<file path="src/lctw_pkg.sv">
// package with constants, codes and helpers for the load cell tare and weigh core
package lctw_pkg;

  localparam int MAX_TARE = 64;
  localparam int ADDR_W   = $clog2(MAX_TARE);
  localparam int CNT_W    = ADDR_W + 1;
  localparam int RAW_W    = 24;
  localparam int FRAC_W   = 16;
  localparam int ACC_W    = RAW_W + ADDR_W + 1;
  localparam int DIV_W    = ACC_W;
  localparam int DEN_W    = 17;
  localparam int STEP_W   = $clog2(DIV_W);
  localparam int PROD_W   = 42;
  localparam int WGT_W    = 25;

  localparam logic [1:0] REG_TARE_COUNT    = 2'd0;
  localparam logic [1:0] REG_HALF_SPREAD   = 2'd1;
  localparam logic [1:0] REG_SCALE_DIVISOR = 2'd2;

  localparam logic [1:0] ST_WEIGHT    = 2'd0;
  localparam logic [1:0] ST_TARE_DONE = 2'd1;
  localparam logic [1:0] ST_TARE_FAIL = 2'd2;
  localparam logic [1:0] ST_STALE     = 2'd3;

  localparam logic [6:0]         TARE_COUNT_RST    = 7'd50;
  localparam logic [15:0]        HALF_SPREAD_RST   = 16'd328;
  localparam logic signed [15:0] SCALE_DIVISOR_RST = -16'sd600;

  typedef enum logic [6:0] {
    S_IDLE     = 7'b0000001,
    S_SUM      = 7'b0000010,
    S_DIV_MEAN = 7'b0000100,
    S_MUL      = 7'b0001000,
    S_SCAN     = 7'b0010000,
    S_DIV_OFF  = 7'b0100000,
    S_DIV_W    = 7'b1000000
  } state_t;

  // bits 6,4,2,0 of each byte, first byte first, msb first
  function automatic logic signed [RAW_W-1:0] decode_frame(input logic [47:0] f);
    logic [RAW_W-1:0] acc;
    acc = '0;
    for (int i = 0; i < 6; i++) begin
      for (int k = 0; k < 4; k++) begin
        acc[RAW_W-1-4*i-k] = f[46-8*i-2*k];
      end
    end
    return $signed(acc);
  endfunction

endpackage

</file>
<file path="src/load_cell_tare_and_weigh_core.sv">
// load cell tare and weigh core: frame decode, tare collection, band filter, scaling
//
//  channel   | ports                                   | handshake
//  ----------+-----------------------------------------+-------------------------
//  item in   | ready_byte, frame                       | start && !busy
//  result    | weight, tare_offset, status             | done, one cycle, no stall
//  config    | wr_index, wr_data                       | wr_en, every edge
//
//  a collecting item, or a stale one before the tare, ends in idle; a weight or stale
//  item after it runs the shared divider unless scale_divisor is zero; the item that
//  completes a tare of n samples makes two passes over the sample memory and one or
//  two runs of the 31-step divider (one if the tare fails). busy is high while an item
//  is at work. rst (synchronous) resets only the control registers; no clearing pass.
module load_cell_tare_and_weigh_core (
  input  logic                clk,
  input  logic                rst,
  input  logic                start,
  output logic                busy,
  input  logic [7:0]          ready_byte,
  input  logic [47:0]         frame,
  input  logic                wr_en,
  input  logic [1:0]          wr_index,
  input  logic [15:0]         wr_data,
  output logic                done,
  output logic signed [24:0]  weight,
  output logic signed [23:0]  tare_offset,
  output logic [1:0]          status
);

  localparam int AW = lctw_pkg::ADDR_W;
  localparam int CW = lctw_pkg::CNT_W;
  localparam int RW = lctw_pkg::RAW_W;
  localparam int XW = lctw_pkg::ACC_W;
  localparam int DW = lctw_pkg::DIV_W;
  localparam int NW = lctw_pkg::DEN_W;
  localparam int SW = lctw_pkg::STEP_W;
  localparam int PW = lctw_pkg::PROD_W;
  localparam int FW = lctw_pkg::FRAC_W;
  localparam int WW = lctw_pkg::WGT_W;

  logic [6:0]           tare_count;
  logic [15:0]          half_spread;
  logic signed [15:0]   scale_divisor;

  lctw_pkg::state_t     state;

  logic signed [RW-1:0] sample_store [lctw_pkg::MAX_TARE];
  logic signed [RW-1:0] rd_data;
  logic                 mem_we;

  logic [CW-1:0]        stored_count;
  logic [CW-1:0]        tare_n;
  logic [CW-1:0]        issue_cnt;
  logic [CW-1:0]        hits;
  logic                 rd_valid;
  logic                 measuring;
  logic signed [RW-1:0] offset_reg;
  logic signed [RW-1:0] last_raw;
  logic signed [XW-1:0] acc;
  logic signed [RW-1:0] mean;
  logic signed [PW-1:0] bound_a;
  logic signed [PW-1:0] bound_b;
  logic                 mul_phase;
  logic [1:0]           status_hold;

  logic [DW-1:0]        dq;
  logic [NW-1:0]        den_mag;
  logic [NW-1:0]        rem;
  logic                 div_neg;
  logic [SW-1:0]        div_cnt;

  logic                 accept;
  logic                 is_ready;
  logic signed [RW-1:0] raw;
  logic signed [RW-1:0] raw_cur;
  logic [CW-1:0]        cnt_inc;
  logic [CW-1:0]        n_eff;
  logic signed [WW-1:0] diff;
  logic                 pass_end;
  logic                 div_load;
  logic                 div_run;
  logic signed [XW-1:0] load_num;
  logic signed [NW-1:0] load_den;
  logic [NW:0]          rem_sh;
  logic [NW+1:0]        trial;
  logic                 qbit;
  logic [DW-1:0]        q_last;
  logic signed [DW-1:0] q_res;
  logic                 div_last;
  logic signed [17:0]   factor;
  logic signed [PW-1:0] product;
  logic signed [PW-1:0] s_ext;
  logic signed [PW-1:0] lo;
  logic signed [PW-1:0] hi;
  logic                 in_band;

  assign busy     = (state != lctw_pkg::S_IDLE);
  assign accept   = start && !busy;
  assign is_ready = (ready_byte == 8'd0);
  assign raw      = lctw_pkg::decode_frame(frame);
  assign raw_cur  = is_ready ? raw : last_raw;
  assign diff     = {raw_cur[RW-1], raw_cur} - {offset_reg[RW-1], offset_reg};
  assign mem_we   = accept && !measuring && is_ready
                    && (stored_count < CW'(lctw_pkg::MAX_TARE));
  assign cnt_inc  = (stored_count < CW'(lctw_pkg::MAX_TARE)) ? stored_count + 1'b1
                                                              : stored_count;

  always_comb begin
    if (tare_count == 7'd0) begin
      n_eff = CW'(1);
    end else if (32'(tare_count) > lctw_pkg::MAX_TARE) begin
      n_eff = CW'(lctw_pkg::MAX_TARE);
    end else begin
      n_eff = CW'(tare_count);
    end
  end

  assign pass_end = (issue_cnt == tare_n) && !rd_valid;

  // shared divider operands
  always_comb begin
    case (state)
      lctw_pkg::S_SUM: begin
        load_num = acc;
        load_den = NW'(tare_n);
      end
      lctw_pkg::S_SCAN: begin
        load_num = acc;
        load_den = NW'(hits);
      end
      default: begin
        load_num = XW'(diff);
        load_den = NW'(scale_divisor);
      end
    endcase
  end

  assign div_load = (state == lctw_pkg::S_IDLE && accept && measuring
                     && scale_divisor != 16'sd0)
                    || (state == lctw_pkg::S_SUM && pass_end)
                    || (state == lctw_pkg::S_SCAN && pass_end && hits != '0);
  assign div_run  = (state == lctw_pkg::S_DIV_MEAN) || (state == lctw_pkg::S_DIV_OFF)
                    || (state == lctw_pkg::S_DIV_W);

  assign rem_sh   = {rem, dq[DW-1]};
  assign trial    = {1'b0, rem_sh} - {2'b00, den_mag};
  assign qbit     = !trial[NW+1];
  assign q_last   = {dq[DW-2:0], qbit};
  assign q_res    = div_neg ? -$signed(q_last) : $signed(q_last);
  assign div_last = (div_cnt == SW'(DW - 1));

  assign factor  = mul_phase ? $signed({1'b0, 17'h10000 + {1'b0, half_spread}})
                             : $signed({1'b0, 17'h10000 - {1'b0, half_spread}});
  assign product = PW'(mean) * PW'(factor);

  assign s_ext   = {{(PW-RW-FW){rd_data[RW-1]}}, rd_data, {FW{1'b0}}};
  assign lo      = mean[RW-1] ? bound_b : bound_a;
  assign hi      = mean[RW-1] ? bound_a : bound_b;
  assign in_band = (s_ext > lo) && (s_ext < hi);

  always_ff @(posedge clk) begin
    if (mem_we) begin
      sample_store[stored_count[AW-1:0]] <= raw;
    end
    rd_data <= sample_store[issue_cnt[AW-1:0]];
  end

  always_ff @(posedge clk) begin
    if (div_load) begin
      dq      <= load_num[XW-1] ? DW'(-load_num) : DW'(load_num);
      den_mag <= load_den[NW-1] ? NW'(-load_den) : NW'(load_den);
      div_neg <= load_num[XW-1] ^ load_den[NW-1];
      rem     <= '0;
      div_cnt <= '0;
    end else if (div_run) begin
      dq      <= q_last;
      rem     <= qbit ? trial[NW-1:0] : rem_sh[NW-1:0];
      div_cnt <= div_cnt + 1'b1;
    end
  end

  always_ff @(posedge clk) begin
    if (rst) begin
      state         <= lctw_pkg::S_IDLE;
      done          <= 1'b0;
      tare_count    <= lctw_pkg::TARE_COUNT_RST;
      half_spread   <= lctw_pkg::HALF_SPREAD_RST;
      scale_divisor <= lctw_pkg::SCALE_DIVISOR_RST;
      stored_count  <= '0;
      measuring     <= 1'b0;
      offset_reg    <= '0;
      last_raw      <= '0;
      rd_valid      <= 1'b0;
    end else begin
      done <= 1'b0;

      if (wr_en) begin
        unique case (wr_index)
          lctw_pkg::REG_TARE_COUNT:    tare_count    <= wr_data[6:0];
          lctw_pkg::REG_HALF_SPREAD:   half_spread   <= wr_data;
          lctw_pkg::REG_SCALE_DIVISOR: scale_divisor <= $signed(wr_data);
          default: ;
        endcase
      end

      unique case (state)
        lctw_pkg::S_IDLE: begin
          if (accept) begin
            last_raw <= raw_cur;
            if (!measuring) begin
              if (is_ready) begin
                stored_count <= cnt_inc;
                if (cnt_inc >= n_eff) begin
                  tare_n    <= n_eff;
                  issue_cnt <= '0;
                  rd_valid  <= 1'b0;
                  acc       <= '0;
                  state     <= lctw_pkg::S_SUM;
                end
              end
            end else begin
              status_hold <= is_ready ? lctw_pkg::ST_WEIGHT : lctw_pkg::ST_STALE;
              if (scale_divisor == 16'sd0) begin
                done        <= 1'b1;
                weight      <= diff;
                tare_offset <= offset_reg;
                status      <= is_ready ? lctw_pkg::ST_WEIGHT : lctw_pkg::ST_STALE;
              end else begin
                state <= lctw_pkg::S_DIV_W;
              end
            end
          end
        end

        lctw_pkg::S_SUM: begin
          rd_valid <= (issue_cnt < tare_n);
          if (issue_cnt < tare_n) begin
            issue_cnt <= issue_cnt + 1'b1;
          end
          if (rd_valid) begin
            acc <= acc + XW'(rd_data);
          end
          if (pass_end) begin
            state <= lctw_pkg::S_DIV_MEAN;
          end
        end

        lctw_pkg::S_DIV_MEAN: begin
          if (div_last) begin
            mean      <= q_res[RW-1:0];
            mul_phase <= 1'b0;
            state     <= lctw_pkg::S_MUL;
          end
        end

        lctw_pkg::S_MUL: begin
          if (!mul_phase) begin
            bound_a   <= product;
            mul_phase <= 1'b1;
          end else begin
            bound_b   <= product;
            issue_cnt <= '0;
            rd_valid  <= 1'b0;
            acc       <= '0;
            hits      <= '0;
            state     <= lctw_pkg::S_SCAN;
          end
        end

        lctw_pkg::S_SCAN: begin
          rd_valid <= (issue_cnt < tare_n);
          if (issue_cnt < tare_n) begin
            issue_cnt <= issue_cnt + 1'b1;
          end
          if (rd_valid && in_band) begin
            acc  <= acc + XW'(rd_data);
            hits <= hits + 1'b1;
          end
          if (pass_end) begin
            if (hits == '0) begin
              stored_count <= '0;
              done         <= 1'b1;
              weight       <= '0;
              tare_offset  <= offset_reg;
              status       <= lctw_pkg::ST_TARE_FAIL;
              state        <= lctw_pkg::S_IDLE;
            end else begin
              state <= lctw_pkg::S_DIV_OFF;
            end
          end
        end

        lctw_pkg::S_DIV_OFF: begin
          if (div_last) begin
            offset_reg  <= q_res[RW-1:0];
            measuring   <= 1'b1;
            done        <= 1'b1;
            weight      <= '0;
            tare_offset <= q_res[RW-1:0];
            status      <= lctw_pkg::ST_TARE_DONE;
            state       <= lctw_pkg::S_IDLE;
          end
        end

        lctw_pkg::S_DIV_W: begin
          if (div_last) begin
            done        <= 1'b1;
            weight      <= q_res[WW-1:0];
            tare_offset <= offset_reg;
            status      <= status_hold;
            state       <= lctw_pkg::S_IDLE;
          end
        end

        default: begin
          state <= lctw_pkg::S_IDLE;
        end
      endcase
    end
  end

endmodule

</file>
<file path="config.mk">
export PLATFORM = sky130hd
export DESIGN_NAME = load_cell_tare_and_weigh_core
export DESIGN_NICKNAME = d
export VERILOG_FILES = /design/src/lctw_pkg.sv /design/src/load_cell_tare_and_weigh_core.sv
export SDC_FILE = /design/constraint.sdc
export NUM_CORES = 2
export LEC_CHECK = 0
export ABC_AREA = 1
export BUFFER_PORTS_ARGS = -buffer_cell sky130_fd_sc_hd__buf_2
export CAP_MARGIN = 5
export CORE_MARGIN = 2
export CORE_UTILIZATION = 56
export CTS_CLUSTER_SIZE = 14
export DETAILED_ROUTE_END_ITERATION = 8
export GPL_ROUTABILITY_DRIVEN = 1
export PLACE_DENSITY = 0.72
export SLEW_MARGIN = 15
export SYNTH_ARGS = -nofsm -noshare
export SYNTH_HDL_FRONTEND = slang
export SYNTH_SLANG_ARGS = --single-unit
</file>
<file path="constraint.sdc">
create_clock -name clk -period 19.7 [get_ports clk]
set_clock_uncertainty 0.2 [all_clocks]
set_input_delay 3.94 -clock clk [delete_from_list [all_inputs] [get_ports clk]]
set_output_delay 3.94 -clock clk [all_outputs]
set_load 0.02 [all_outputs]
</file>
; ---- After elaboration in Yosys (flattened, before gate mapping)
; Memory sizes are Yosys's and may differ from the RTL's. A register that Yosys moved wholly into a read port is not among the register bits.
; Index checks and enable logic that the tools add are counted.
[totals]
output_inout_bits = 53
ramBits = 1536
memories = 1
regBits = 389
elab_cells = 231
in_bits = 78
[op_classes]
bitwise_logic = 4
n_reduce_logical = 55
eq_ne = 32
mux = 92
addsub = 12
multipliers = 1
n_lt_le_gt_ge = 6
[memory_table]
columns = name, words, width, read_ports, rd_ports_with_merged_regs, wr, line_no
row1 = sample_store, 64, 24, 1, 1, 1, load_cell_tare_and_weigh_core.sv:47  ; logic signed [RW-1:0] sample_store [lctw_pkg::MAX_TARE];
[op_table]
columns = cell, count
row1 = 31-bit two-way mux, 11
row2 = 25-bit two-way mux, 8
row3 = 24-bit two-way mux, 8
row4 = 7-bit two-way mux, 25
row5 = 31-bit one-hot mux with 4 select lines, 1
row6 = 25-bit one-hot mux with 4 select lines, 1
row7 = 24-bit one-hot mux with 4 select lines, 1
row8 = 42-bit two-way mux, 2
row9 = 40-bit by 42-bit greater-than comparator with 1-bit output, 1
row10 = 40-bit by 42-bit < comparator with 1-bit output, 1
row11 = 24-bit by 18-bit multiplier with 42-bit output, 1
row12 = 7-bit one-hot mux with 6 select lines, 1
row13 = 17-bit two-way mux, 2
row14 = 17-bit one-hot mux with 2 select lines, 1
row15 = 31-bit by 24-bit adder with 31-bit output, 1
row16 = 31-bit negation, 1
row17 = 7-bit one-hot mux with 2 select lines, 2
row18 = 9-bit AND reduction, 3
row19 = 25-bit negation, 1
row20 = 24-bit by 24-bit subtractor with 25-bit output, 1
row21 = 2-bit != test (second input constant), 11
row22 = 7-bit by 1-bit adder with 7-bit output (second input constant), 3
row23 = 7-bit one-hot mux with 3 select lines, 1
row24 = 18-bit by 17-bit subtractor with 19-bit output, 1
row25 = other kinds (50), 113

; ---- Longest topological paths before layout
[depth]
word_depth = 9
mapped_depth = 42

; ---- Worst setup path after synthesis
; OpenSTA, ideal clock, no wires.
[synth_path]
kind = input port to flip-flop
from = input port rst
to = register status[0], enable pin
n_path_buf = 1
cell_stages = 4
setup_slack_ns = 9.738
arrival_time_ns = 9.176
required_ns = 18.914
cell_sequence = clkbuf_1 -> a21oi_1 -> nand2_1 -> nor4_1
[synth_between]
elab_chain_cells = 2
[synth_lines]
columns = item, line_no
row1 = start: declaration, load_cell_tare_and_weigh_core.sv:16  ; input logic rst,
row2 = 1-bit NOT (no source line), -
row3 = 9-bit AND reduction (no source line), -
row4 = end signal: assignment, load_cell_tare_and_weigh_core.sv:227  ; status <= is_ready ? lctw_pkg::ST_WEIGHT : lctw_pkg::ST_STALE;
row5 = end signal: assignment, load_cell_tare_and_weigh_core.sv:285  ; status <= lctw_pkg::ST_TARE_FAIL;
row6 = end signal: assignment, load_cell_tare_and_weigh_core.sv:300  ; status <= lctw_pkg::ST_TARE_DONE;
row7 = end: declaration, load_cell_tare_and_weigh_core.sv:27  ; output logic [1:0] status
; No other way between the ends.
; A chain may end at the register's enable or synchronous reset.

; ---- Worst setup path after layout
[layout_path]
from = register half_spread[0]
to = register bound_a[30], data pin
[layout_between]
elab_chain_cells = 3
[layout_lines]
columns = item, line_no
row1 = start: declaration, load_cell_tare_and_weigh_core.sv:42  ; logic [15:0] half_spread;
row2 = start signal: assignment, load_cell_tare_and_weigh_core.sv:187  ; half_spread <= lctw_pkg::HALF_SPREAD_RST;
row3 = start signal: assignment, load_cell_tare_and_weigh_core.sv:200  ; lctw_pkg::REG_HALF_SPREAD: half_spread <= wr_data;
row4 = 17-bit by 16-bit subtractor with 17-bit output or 17-bit by 16-bit adder with 17-bit output (tied branches), "load_cell_tare_and_weigh_core.sv:153, load_cell_tare_and_weigh_core.sv:152"
row5 = 17-bit two-way mux *, load_cell_tare_and_weigh_core.sv:152  ; assign factor = mul_phase ? $signed({1'b0, 17'h10000 + {1'b0, half_spread}})
row6 = 24-bit by 18-bit multiplier with 42-bit output *, load_cell_tare_and_weigh_core.sv:154  ; assign product = PW'(mean) * PW'(factor);
row7 = via product[30], load_cell_tare_and_weigh_core.sv:91  ; logic signed [PW-1:0] product;
row8 = end signal: assignment, load_cell_tare_and_weigh_core.sv:258  ; bound_a <= product;
row9 = end: declaration, load_cell_tare_and_weigh_core.sv:61  ; logic signed [PW-1:0] bound_a;
; The timed path passes the listed nets; every way through them passes the cells marked *.

==> summary by stage <==
Setup path
The setup path with the least slack is of type reg2reg. The startpoint of the most critical register-to-register path is half_spread[0]. The largest fanout of any net on the critical path is 26.

STA classifies the critical path startpoint as a flop. For the worst flop-to-flop path, the logic depth is 35. Setup slack on the worst reg-to-reg path comes out at 10.38 ns. In this design, the critical path's most frequently occurring cell is sky130_fd_sc_hd__inv_1. The arrival time of the worst setup path is 9.68 ns.

The worst register-to-register path ends at bound_a[30]. The largest individual stage delay along the critical path comes from the cell sky130_fd_sc_hd__inv_1. The delay contributed by the slowest stage of the critical path is 0.64 ns.

The launch point of the critical path is half_spread[0]. The worst setup path is captured at a flop. Following the worst setup path forward leads to its endpoint at bound_a[30].

At the worst endpoint, the required time is 20.06 ns.

Run
The max-capacitance violation count is 0.

Detailed routing
The via-per-instance ratio is 6.077. The pre-antenna-repair detailed-routing pass consisted of 6 iterations. After detailed routing, the number of remaining DRC violations is 0. After detailed routing, the average wire length per cell comes to 24.02 um.

The total via count after detailed routing is 70237. Summed over all layers, the routed wires come to 277.6 mm. The count of nets left with antenna violations once routing finished came out at 0. The iteration-0 DRC count of the detailed router is 7927.

GRT
The overall overflow remaining after global route is 0. The met1 usage is 39.14%. The maximum number of pins on one net before global-route repair is 194.

Global routing used 4.717% of the available met3 tracks. The number of global-route vias before repair is 68305. The number of antenna violations at the first check in global routing was 10.

The global routing stage identified its most utilized layer as met2. In the global route stage, overall resource usage came out at 30.54%. The global-route wire length before repair is 412.7 mm. For met2 alone, demand over resource in global routing was 50.20%.

Final layout
Cells fill 61.65% of the core in the end. The flip-flop count of the largest register after layout is 1536. The count of fill cells added during filler insertion is 13688.

The area growth from synthesis to layout is 9.553%. Cells with a size suffix above 1 make up 7.585% of the layout. The post-layout instance area is 108500 um2. The number of nets in the final layout is 9783.

Pwr
Dividing total power by cell area gives a power density of 147.5 nW/um2. For this design the static power due to leakage is 41.54 nW. The completed layout was analyzed and its total power is 16.00 mW. The proportion of power drawn by flip-flops and latches is 32.2%.

Per report_power, the clock group accounts for 22.5% of the total. In this run switching power makes up 42.28% of total power. Combinational logic burns 45.4% of the power. The switching power is 6.764 mW.

Internal power comes to 9.232 mW. The maximum vdd drop is 161.9 uV.

Logic synthesis
The unique cell type count in the Yosys netlist is 70. The number of standard cells after synthesis is 9021. For this run, the leading register cell type out of synthesis is sky130_fd_sc_hd__edfxtp_1. After synthesis the cells add up to 99000 um2. The number of warning messages in the yosys log is 0.

The share of the Yosys chip area taken by registers is 57.57%. By area the synthesized netlist is led by sky130_fd_sc_hd__edfxtp_1, sky130_fd_sc_hd__fa_1, sky130_fd_sc_hd__nor2_1. sky130_fd_sc_hd__edfxtp_1 takes more of the synthesized area than any other cell.

The synthesized design contains 1798 enable-type register cells. After synthesis, the share of flip-flops with an asynchronous set or reset is 0%. The synthesized design contains 1948 register bits. The per-instance average area after synthesis is 10.97 um2.

The post-synthesis net count is 9752. The share of the synthesized area in the top cell type is 54.54%.

Clocking
After clock tree synthesis, the repair step resized 0 gates. The clock net in this run drives a total of 1948 sinks. The total CTS buffers is 193.

The TritonCTS clock tree is built. In this run, post-CTS hold repair placed 0 buffers. The clock input transition at the sequential cells of the worst setup and hold paths is 0.07 ns.

Counting along the longest clock path gives a buffer depth of 3. In this run the clock root is driven by a sky130_fd_sc_hd__clkbuf_16. The total setup buffers inserted after CTS is 0. The clock tree synthesis step divided the H-tree into 4 levels. For the worst-skew pair, the clock arrives at the later sink with an insertion delay of 0.86 ns.

STA
Measured against its own limit, the worst slew margin works out to 21.79%. The final critical path takes up 47.31% of the cycle. The slew at the pin with the worst max-slew slack is 1.166 ns. Setup repair after global routing left no endpoint under its margin.

The total setup violations reported at the end of the flow is 0. The final sum of negative setup slack is 0 ns. The routed design could run at a clock period as short as 9.319 ns. Timing would allow up to 0.1073 GHz. The final number of hold-violating endpoints came to 0. The count of final max-slew check failures came to 0.

Floorplan
Once the floorplan was initialized, standard cells occupied 56.28% of the core. After floorplanning, the core was divided into 154 placement rows. The die area is 180200 um2. In this run the standard cell core region covers 175900 um2.

For this design the top-level I/O count stands at 131. From bottom edge to top edge, the die measures 424.5 um. The x dimension of the die is 424.5 um.

Hold path
The min-delay analysis places its worst path in the category reg2reg. In this run the most critical hold path is launched from last_raw[8]. The number of instances on the worst hold path is 2.

Placement
The half-perimeter wire length of the detailed placement result is 180.9 mm. The count of input and output buffers is 106. The post-placement cell area is 102200 um2. The weighted congestion reported at the end of routability-driven placement is 0.9594.

Status
The flow ran to the end, and the final reports show no timing, DRC or antenna violations.
## layer usage
metal / vias up / share of wire [%]
li1: 31434 / -
met1: 34654 / 38
met2: 3443 / 48
met3: 698 / 8.5
met4: 8 / 5.9
met5: - / 0.021
## worst min-delay path by stage
stage / end / slack, ns
3_3_place_gp: last_raw[17] / 0.24
6_report: last_raw[8] / 0.26
4_1_cts: last_raw[15] / 0.25
3_5_place_dp: last_raw[8] / 0.25
5_1_grt: last_raw[8] / 0.28
2_1_floorplan: last_raw[1] / 0.23
## stage by stage
step	worst slack (ns)	std cells	hold slack, ns
after floorplan	9.738	9021	0.2306
after global placement	10.44	11197	0.2405
after detailed placement	10.38	11197	0.2462
after CTS	10.60	11555	0.2548
after global routing	9.921	11555	0.2777
final	10.38	11558	0.2564
## critical path: cells and delay by family, from the launching register on
family / cells / cell delay, ns
flip-flops: 1 / 0.30
AND/OR/NAND/NOR: 13 / 2.47
AO/OA/AOI/OAI: 1 / 0.24
adder cells (fa/ha/maj): 8 / 3.71
buffers and inverters: 12 / 1.64
XOR/XNOR: 1 / 0.45
## logic make-up (layout without fill, tap and decap cells)
group | count (synthesis) | in the layout | synth area share [%]
AND/OR/NAND/NOR | 3122 | 3122 | 12.83
flip-flops | 1948 | 1948 | 57.57
AO/OA/AOI/OAI | 1617 | 1617 | 10.24
buffers and inverters | 1415 | 1609 | 5.493
adder cells (fa/ha/maj) | 653 | 653 | 11.32
multiplexers | 160 | 160 | 1.618
XOR/XNOR | 105 | 105 | 0.9289
other | 1 | 4 | 0.003788
## layout by cell type (no fill, tap or decap), types with 11 or more instances in the layout
master                      synthesis  final
sky130_fd_sc_hd__edfxtp_1        1798   1798
sky130_fd_sc_hd__nor2_1          1357   1289
sky130_fd_sc_hd__nand2_1         1237   1236
sky130_fd_sc_hd__inv_1            942    941
sky130_fd_sc_hd__o21ai_0          681    681
sky130_fd_sc_hd__fa_1             404    404
sky130_fd_sc_hd__nand3_1          351    351
sky130_fd_sc_hd__a21oi_1          304    303
sky130_fd_sc_hd__ha_1             249    249
sky130_fd_sc_hd__o32ai_1          226    226
sky130_fd_sc_hd__clkbuf_16          0    193
sky130_fd_sc_hd__buf_4              3    170
sky130_fd_sc_hd__o221ai_1         164    164
sky130_fd_sc_hd__mux2i_1          160    160
sky130_fd_sc_hd__dfxtp_1          150    150
sky130_fd_sc_hd__buf_2             62    105
sky130_fd_sc_hd__xor2_1            74     73
sky130_fd_sc_hd__nor2_2             9     73
sky130_fd_sc_hd__clkinv_1          12     54
sky130_fd_sc_hd__clkbuf_1         336     52
sky130_fd_sc_hd__o211ai_1          48     48
sky130_fd_sc_hd__nand4_1           44     44
sky130_fd_sc_hd__a31oi_1           40     40
sky130_fd_sc_hd__nor3_1            39     38
sky130_fd_sc_hd__a211oi_1          36     36
sky130_fd_sc_hd__xnor2_1           31     31
sky130_fd_sc_hd__clkinv_2           0     26
sky130_fd_sc_hd__o21ai_1           22     22
sky130_fd_sc_hd__inv_2             19     18
sky130_fd_sc_hd__nor4_1            18     16
sky130_fd_sc_hd__o21a_1            13     13
sky130_fd_sc_hd__bufinv_16          0     13
sky130_fd_sc_hd__a21o_1            12     12
sky130_fd_sc_hd__or2_2             12     12
sky130_fd_sc_hd__a32o_1            11     11
## area by class of cell
type,count,area (um2),area share (%)
Sequential cell,1948,56990,52.55
Clock buffer,250,5094,4.696
Antenna cell,3,7.507,0.006922
Tap cell,2340,2928,2.700
Timing Repair Buffer,278,1862,1.717
Clock inverter,108,1110,1.023
Multi-Input combinational cell,5658,36800,33.93
Inverter,973,3665,3.379
## power groups by stage
stage	logic [mW]	registers (mW)	clock network [mW]
after global routing	7.92	5.15	3.78
after CTS	7.14	5.14	3.63
final	7.26	5.15	3.59
after detailed placement	7.06	5.23	0
after global placement	6.97	5.22	0
after floorplan	4.74	5.20	0
## cells in the mapped netlist (7+ instances only)
master / number
sky130_fd_sc_hd__a211oi_1: 36
sky130_fd_sc_hd__a21o_1: 12
sky130_fd_sc_hd__a21oi_1: 304
sky130_fd_sc_hd__a21oi_2: 7
sky130_fd_sc_hd__a221o_1: 9
sky130_fd_sc_hd__a31oi_1: 40
sky130_fd_sc_hd__a32o_1: 11
sky130_fd_sc_hd__buf_1: 36
sky130_fd_sc_hd__buf_2: 62
sky130_fd_sc_hd__clkbuf_1: 336
sky130_fd_sc_hd__clkinv_1: 12
sky130_fd_sc_hd__dfxtp_1: 150
sky130_fd_sc_hd__edfxtp_1: 1798
sky130_fd_sc_hd__fa_1: 404
sky130_fd_sc_hd__ha_1: 249
sky130_fd_sc_hd__inv_1: 942
sky130_fd_sc_hd__inv_2: 19
sky130_fd_sc_hd__mux2i_1: 160
sky130_fd_sc_hd__nand2_1: 1237
sky130_fd_sc_hd__nand2_2: 8
sky130_fd_sc_hd__nand3_1: 351
sky130_fd_sc_hd__nand4_1: 44
sky130_fd_sc_hd__nor2_1: 1357
sky130_fd_sc_hd__nor2_2: 9
sky130_fd_sc_hd__nor3_1: 39
sky130_fd_sc_hd__nor4_1: 18
sky130_fd_sc_hd__o211ai_1: 48
sky130_fd_sc_hd__o21a_1: 13
sky130_fd_sc_hd__o21ai_0: 681
sky130_fd_sc_hd__o21ai_1: 22
sky130_fd_sc_hd__o221ai_1: 164
sky130_fd_sc_hd__o22ai_1: 7
sky130_fd_sc_hd__o31ai_1: 9
sky130_fd_sc_hd__o32ai_1: 226
sky130_fd_sc_hd__or2_1: 8
sky130_fd_sc_hd__or2_2: 12
sky130_fd_sc_hd__xnor2_1: 31
sky130_fd_sc_hd__xor2_1: 74
Note: power is estimated with default switching activity, not from simulation.
